### src/hdl/df_pkg.sv
// ----------------------------------------------------------------------------
// Drag force package
// Shared widths, defaults and register indexes for the drag force block.
// ----------------------------------------------------------------------------
`default_nettype none

package df_pkg;

    localparam int unsigned DATA_W        = 32;
    localparam int unsigned FRAC_BITS_DEF = 16;
    localparam int unsigned SQ_W          = 2 * DATA_W;
    localparam int unsigned ROOT_W        = DATA_W;
    localparam int unsigned REM_W         = DATA_W + 3;
    localparam int unsigned ADDR_W        = 3;

    typedef enum logic [0:0] {
        REG_LINEAR = 1'b0,
        REG_QUAD   = 1'b1
    } reg_idx_t;

    localparam logic [DATA_W-1:0] POS_MAX = {1'b0, {(DATA_W-1){1'b1}}};
    localparam logic [DATA_W-1:0] NEG_MIN = {1'b1, {(DATA_W-1){1'b0}}};

endpackage

`default_nettype wire

### src/hdl/df_isqrt.sv
// ----------------------------------------------------------------------------
// Pipelined integer square root
// Floor square root of a 64-bit value, one result bit per register stage,
// with a side payload that travels alongside the data.
// ----------------------------------------------------------------------------
`default_nettype none

module df_isqrt #(
    parameter int unsigned PAY_W = 8
) (
    input  wire logic                          clk,
    input  wire logic                          rst_n,
    input  wire logic                          en,
    input  wire logic                          in_valid,
    input  wire logic [df_pkg::SQ_W-1:0]       in_n,
    input  wire logic [PAY_W-1:0]              in_pay,
    output logic                               out_valid,
    output logic [df_pkg::ROOT_W-1:0]          out_root,
    output logic [PAY_W-1:0]                   out_pay
);

    localparam int unsigned STEPS = df_pkg::ROOT_W;
    localparam int unsigned SW    = df_pkg::SQ_W;
    localparam int unsigned RW    = df_pkg::REM_W;
    localparam int unsigned TW    = df_pkg::ROOT_W;

    logic          valid_reg [0:STEPS-1];
    logic [SW-1:0] n_reg     [0:STEPS-1];
    logic [RW-1:0] rem_reg   [0:STEPS-1];
    logic [TW-1:0] root_reg  [0:STEPS-1];
    logic [PAY_W-1:0] pay_reg [0:STEPS-1];

    genvar k;
    generate
        for (k = 0; k < STEPS; k++) begin : g_step
            logic          v_in;
            logic [SW-1:0] n_in;
            logic [RW-1:0] rem_in;
            logic [TW-1:0] root_in;
            logic [PAY_W-1:0] pay_in;
            logic [RW-1:0] rem_sh;
            logic [RW-1:0] trial;
            logic          ge;
            logic [RW-1:0] rem_next;
            logic [TW-1:0] root_next;
            logic [SW-1:0] n_next;

            if (k == 0) begin : g_first
                assign v_in    = in_valid;
                assign n_in    = in_n;
                assign rem_in  = '0;
                assign root_in = '0;
                assign pay_in  = in_pay;
            end else begin : g_rest
                assign v_in    = valid_reg[k-1];
                assign n_in    = n_reg[k-1];
                assign rem_in  = rem_reg[k-1];
                assign root_in = root_reg[k-1];
                assign pay_in  = pay_reg[k-1];
            end

            always_comb
            begin
                rem_sh    = {rem_in[RW-3:0], n_in[SW-1:SW-2]};
                trial     = {1'b0, root_in, 2'b01};
                ge        = (rem_sh >= trial);
                rem_next  = ge ? (rem_sh - trial) : rem_sh;
                root_next = {root_in[TW-2:0], ge};
                n_next    = {n_in[SW-3:0], 2'b00};
            end

            always_ff @(posedge clk or negedge rst_n)
            begin
                if (!rst_n)
                begin
                    valid_reg[k] <= 1'b0;
                end
                else if (en)
                begin
                    valid_reg[k] <= v_in;
                end
            end

            always_ff @(posedge clk)
            begin
                if (en)
                begin
                    n_reg[k]    <= n_next;
                    rem_reg[k]  <= rem_next;
                    root_reg[k] <= root_next;
                    pay_reg[k]  <= pay_in;
                end
            end
        end
    endgenerate

    assign out_valid = valid_reg[STEPS-1];
    assign out_root  = root_reg[STEPS-1];
    assign out_pay   = pay_reg[STEPS-1];

endmodule

`default_nettype wire

### config.mk
export PLATFORM = sky130hd
export DESIGN_NAME = df_isqrt
export DESIGN_NICKNAME = d
export VERILOG_FILES = /design/src/hdl/df_pkg.sv /design/src/hdl/df_isqrt.sv
export SDC_FILE = /design/constraint.sdc
export NUM_CORES = 2
export LEC_CHECK = 0
export BUFFER_PORTS_ARGS = -buffer_cell sky130_fd_sc_hd__buf_4
export CORE_ASPECT_RATIO = 1.4
export CORE_MARGIN = 5
export CORE_UTILIZATION = 56
export CTS_BUF_LIST = sky130_fd_sc_hd__clkbuf_16
export CTS_CLUSTER_SIZE = 20
export DETAILED_ROUTE_END_ITERATION = 16
export MAX_ROUTING_LAYER = met4
export PLACE_DENSITY = 0.72
export RECOVER_POWER = 25
export SYNTH_ARGS = -nofsm -noshare
export SYNTH_HDL_FRONTEND = slang
export SYNTH_MEMORY_MAX_BITS = 65536
export SYNTH_SLANG_ARGS = --single-unit
### constraint.sdc
create_clock -name clk -period 10.87 [get_ports clk]
set_input_delay 0.5435 -clock clk [delete_from_list [all_inputs] [get_ports clk]]
set_output_delay 0.5435 -clock clk [all_outputs]
set_load 0.05 [all_outputs]
==> Word-level counts from Yosys, hierarchy flattened <==
Memory sizes are Yosys's and may differ from the RTL's.
Index checks and enable logic that the tools add are counted.
{ "totals": {"n_memories": 4, "word_cells": 134, "ram_bits": 4384, "reg_bits": 32, "in_bits": 76} }
{ "op_classes": {"n_lt_le_gt_ge": 32, "addsub": 32, "muxes": 34} }
{ "memory_table": {"columns": ["memory", "words", "word_bits", "rd", "rd_ports_with_merged_regs", "write_ports", "line_no", "rtl"], "rows": [
  ["n_reg", 32, 62, 31, 0, 32, "df_isqrt.sv:28", "logic [SW-1:0] n_reg [0:STEPS-1];"],
  ["rem_reg", 32, 35, 31, 0, 32, "df_isqrt.sv:29", "logic [RW-1:0] rem_reg [0:STEPS-1];"],
  ["root_reg", 32, 32, 32, 0, 32, "df_isqrt.sv:30", "logic [TW-1:0] root_reg [0:STEPS-1];"],
  ["pay_reg", 32, 8, 32, 0, 32, "df_isqrt.sv:31", "logic [PAY_W-1:0] pay_reg [0:STEPS-1];"]
]} }
{ "ops": {"columns": ["op", "n"], "rows": [
  ["35-bit two-way mux", 32],
  ["35-bit by 34-bit greater-or-equal comparator with 1-bit output", 31],
  ["35-bit by 34-bit subtractor with 35-bit output", 31],
  ["2-bit by 1-bit subtractor with 3-bit output (second input constant)", 1],
  ["2-bit by 1-bit greater-or-equal comparator with 1-bit output (second input constant)", 1],
  ["1-bit two-way mux", 2]
]} }

==> Longest topological paths before layout <==
An unclocked memory read counts as a cell.
{ "depth": {"word_depth": 3, "mapped_depth": 15, "ltp_nobuf": 13} }

==> Least setup slack after synthesis <==
Ideal clock, no wire load.
{ "synth_timing": {"kind": "register to register", "start": "memory rem_reg[0][255] (netlist name)", "end": "memory rem_reg[0][312] (netlist name), data pin", "arrival_ns": 3.153, "path_stages_with_launch": 10, "setup_ns": 0.258, "slack_ns": 7.459, "synth_period_minus_slack_ns": 3.411, "path_cell_list": "edfxtp_1 > or4_4 > or3_1 > or4_4 > nand4_2 > nor3_2 > or4_1 > buf_2 > or4_4 > xnor2_2"} }
{ "synth_rtl": {"columns": ["element", "line_no"], "rows": [
  ["start: declaration", "df_isqrt.sv:29"]
]} }

==> results.sh <==
export IMPL_required_ps=11390
export IMPL_dp_hpwl_mm=195
export IMPL_synth_edff_count=2750
export IMPL_yosysTopAreaCellShare_pct=66.0
export IMPL_firstDrtPassIters=8
export IMPL_totalPowerFinal_uw=29500
export IMPL_synth_most_common_cell="edfxtp_1"
export IMPL_n_fill_cell=16500
export IMPL_cp_depth=11
export IMPL_worst_slew_pin_slew_ps=1720
export IMPL_synth_area_mm2=0.125
export IMPL_num_nets_final=10300
export IMPL_antenna_found_initial=3
export IMPL_maxCapViolCount=1
export IMPL_cp_max_fo=34
export IMPL_switching_share_pct=28.2
export IMPL_setup_viol=0
export IMPL_area_growth_pct=11.1
export IMPL_synth_top_cell_by_area="edfxtp_1"
export IMPL_switchingPower_uw=8320
export IMPL_drc=0
export IMPL_final_area_mm2=0.139
export IMPL_synth_cells_most_frequent="2750 x edfxtp_1, 743 x inv_1, 617 x nand2_1, 561 x ha_1, 559 x a21oi_1"
export IMPL_cts_root_buf="clkbuf_16"
export IMPL_cts_tree="done"
export IMPL_worst_path_max_delay_cell="xnor2_1"
export IMPL_ant_nets=0
export IMPL_placed_area_mm2=0.129
export IMPL_status="finished, violations left"
export IMPL_synth_seq_area_share_pct=66.6
export IMPL_dieArea_mm2=0.233
export IMPL_hold_ws_ps=261
export IMPL_synthCells=9387
export IMPL_min_period_ps=4410
export IMPL_rsz0062_at_grt="no"
export IMPL_r2r_slack_ps=6460
export IMPL_grt_pass1_wl_mm=418
export IMPL_rr_startpoint="root_reg[4][64]$_DFFE_PP_"
export IMPL_drtIter0Drc=5350
export IMPL_cts_sinks=2782
export IMPL_fp_dieH_um=569
export IMPL_ys_types=91
export IMPL_path_buf_inv=2
export IMPL_synth_main_ff_cell="edfxtp_1"
export IMPL_async_flop_share_pct=1.15
export IMPL_ff2ff_path_depth=11
export IMPL_instances_no_fill=12800
export IMPL_dr_total_vias=73400
export IMPL_yosysWarnings=0
export IMPL_failed_checks="capacitance limit, slew limit"
export IMPL_vdd_ir_drop_max_mv=0.159
export IMPL_fmax_mhz=227
export IMPL_p_clk_share_pct=31.7
export IMPL_period_share_pct=40.5
export IMPL_clkLatencyLatePin_ps=860
export IMPL_hold_viol_final=0
export IMPL_wirelength_mm=271
export IMPL_die_x_um=410
export IMPL_start_kind="register"
export IMPL_finClkSkew_ps=56.2
export IMPL_cts_inserted_buffers=276
export IMPL_gp_congestion=0.957
export IMPL_hold_path_class="in -> reg"
export IMPL_endpoint="rem_reg[1][105]$_DFFE_PP_"
export IMPL_first_global_vias=73800
export IMPL_start_util_pct=56.2
export IMPL_worst_ep_arrival_time_ps=4930
export IMPL_cp_end_kind="register"
export IMPL_syn_avg_cell_area_um2=13.3
export IMPL_critPathTopFamily="compound AO/OA/AOI/OAI gates"
export IMPL_drive_above_1_share_pct=7.68
export IMPL_clockBufferDepth=4
export IMPL_htree_levels=5
export IMPL_reg2reg_to="rem_reg[1][105]$_DFFE_PP_"
export IMPL_num_io_pins=117
export IMPL_track_usage_pct=23.6
export IMPL_maxSlewViolCount=33
export IMPL_port_buffers=116
export IMPL_synth_area_top_cells="edfxtp_1 66%, ha_1 5.6%, xor2_1 2.7%"
export IMPL_internal_power_uw=21100
export IMPL_wl_per_cell_um=21.1
export IMPL_largest_reg_flops=992
export IMPL_core_area_mm2=0.223
export IMPL_placedCellCount=12300
export IMPL_finalSetupTns_ps=0
export IMPL_p_seq_share_pct=49.0
export IMPL_clk_pin_slew_ps=60
export IMPL_cts_resized_gates=0
export IMPL_postCtsSetupBuffers=0
export IMPL_rows=205
export IMPL_grt_max_degree=187
export IMPL_vias_per_cell=5.73
export IMPL_maxSlewHeadroom_pct=-14.5
export IMPL_hold_start="en"
export IMPL_syn_num_nets=10000
export IMPL_overflow=0
export IMPL_ys_ff_latch=2782
export IMPL_crit_chain="inv_1 -> ha_1 -> o21a_1 -> o21a_1 -> o21ai_0 -> a21oi_1 -> o311ai_0 -> a21oi_1 -> a211o_1 -> buf_4 -> xnor2_1"
export IMPL_power_frac_comb_pct=19.4
export IMPL_worst_setup_path_type="reg -> reg"
export IMPL_power_density_mw_per_mm2=212
export IMPL_startpoint="root_reg[4][64]$_DFFE_PP_"
export IMPL_p_leak_uw=0.0530
export IMPL_cp_slowest_stage_delay_ps=790
==> cell usage in the layout, fill, tap and decap left out, drive strengths merged, types with 23 or more instances in the layout <==
master,n
o21a,125
clkbuf,356
nand4,96
or3,94
o31ai,64
buf,96
or4,57
and3,54
a31oi,47
a21boi,26
bufinv,23
a211oi,35
nand2b,125
nand3,154
xor2,390
or2,48
ha,561
nor3,248
a21o,251
a21oi,560
mux2,108
clkinv,111
nor4,111
nor2,550
dfrtp,32
nand2,617
o21ai,502
o211ai,31
edfxtp,2750
dlygate4sd3,75
xnor2,387
inv,787
nor2b,79
and2,29
o21bai,46
==> routing by layer <==
layer / vias up / routed length [um] / global-route usage (%)
met1: 35600 / 98000 / 25.0
met5: - / 0 / -
met3: 720 / 9920 / 2.87
met4: 0 / 18500 / 13.4
met2: 1780 / 145000 / 42.7
li1: 35400 / - / -
==> worst min-delay path by stage <==
| stage | endpoint | depth (start not counted) |
|---|---|---|
| floorplan | g_step[10].v_in$_DFFE_PN0P_ | 0 |
| global placement | n_reg[0][467]$_DFFE_PP_ | 0 |
| detailed placement | n_reg[0][101]$_DFFE_PP_ | 0 |
| CTS | g_step[2].v_in$_DFFE_PN0P_ | 2 |
| global route | pay_reg[0][3]$_DFFE_PP_ | 1 |
| finish | pay_reg[0][3]$_DFFE_PP_ | 1 |
==> per-stage QoR <==
stage	setup WS (ps)	utilization, %
2_1_floorplan	7460	-
3_3_place_gp	6680	58.2
3_5_place_dp	6660	58.2
4_1_cts	6640	62.5
5_1_grt	6310	62.5
6_report	6460	62.5
==> cell type report <==
type                            count  area (um^2)  area share (%)
Sequential cell                  2782        83400            60.0
Multi-Input combinational cell   5662        38300            27.5
Clock buffer                      285         7130            5.13
Tap cell                         2898         3630            2.61
Inverter                          743         2790            2.01
Timing Repair Buffer              242         2130            1.53
Clock inverter                    196         1710            1.23
Antenna cell                       11         27.5          0.0198
==> repair_timing <==
| item | 4_1_cts | 5_1_grt |
|---|---|---|
| setup endpoints to repair | 0 | 0 |
| endpoints found under the hold margin | 106 | 0 |
| hold buffers | 75 | 0 |
==> power by group through the flow <==
stage / Sequential (uW) / Combinational, uW / Clock, uW
final: 14400 / 5710 / 9330
after global routing: 14500 / 6320 / 10100
after CTS: 14400 / 5700 / 9590
after detailed placement: 14600 / 5630 / 0
after global placement: 14600 / 5550 / 0
after floorplan: 14100 / 4110 / 0
==> logic make-up (layout without fill, tap and decap cells) <==
| group | after synthesis | in the layout | share of synthesized area (%) |
|---|---|---|---|
| AO/OA/AOI/OAI | 1857 | 1857 | 9.16 |
| XOR/XNOR | 777 | 777 | 5.45 |
| adder cells (fa/ha/maj) | 561 | 561 | 5.61 |
| buffers and inverters | 943 | 1466 | 2.85 |
| flip-flops | 2782 | 2782 | 66.6 |
| multiplexers | 116 | 116 | 1.04 |
| other | 1 | 12 | 0.00300 |
| AND/OR/NAND/NOR | 2350 | 2350 | 9.27 |
(Power assumes the default switching activity.)
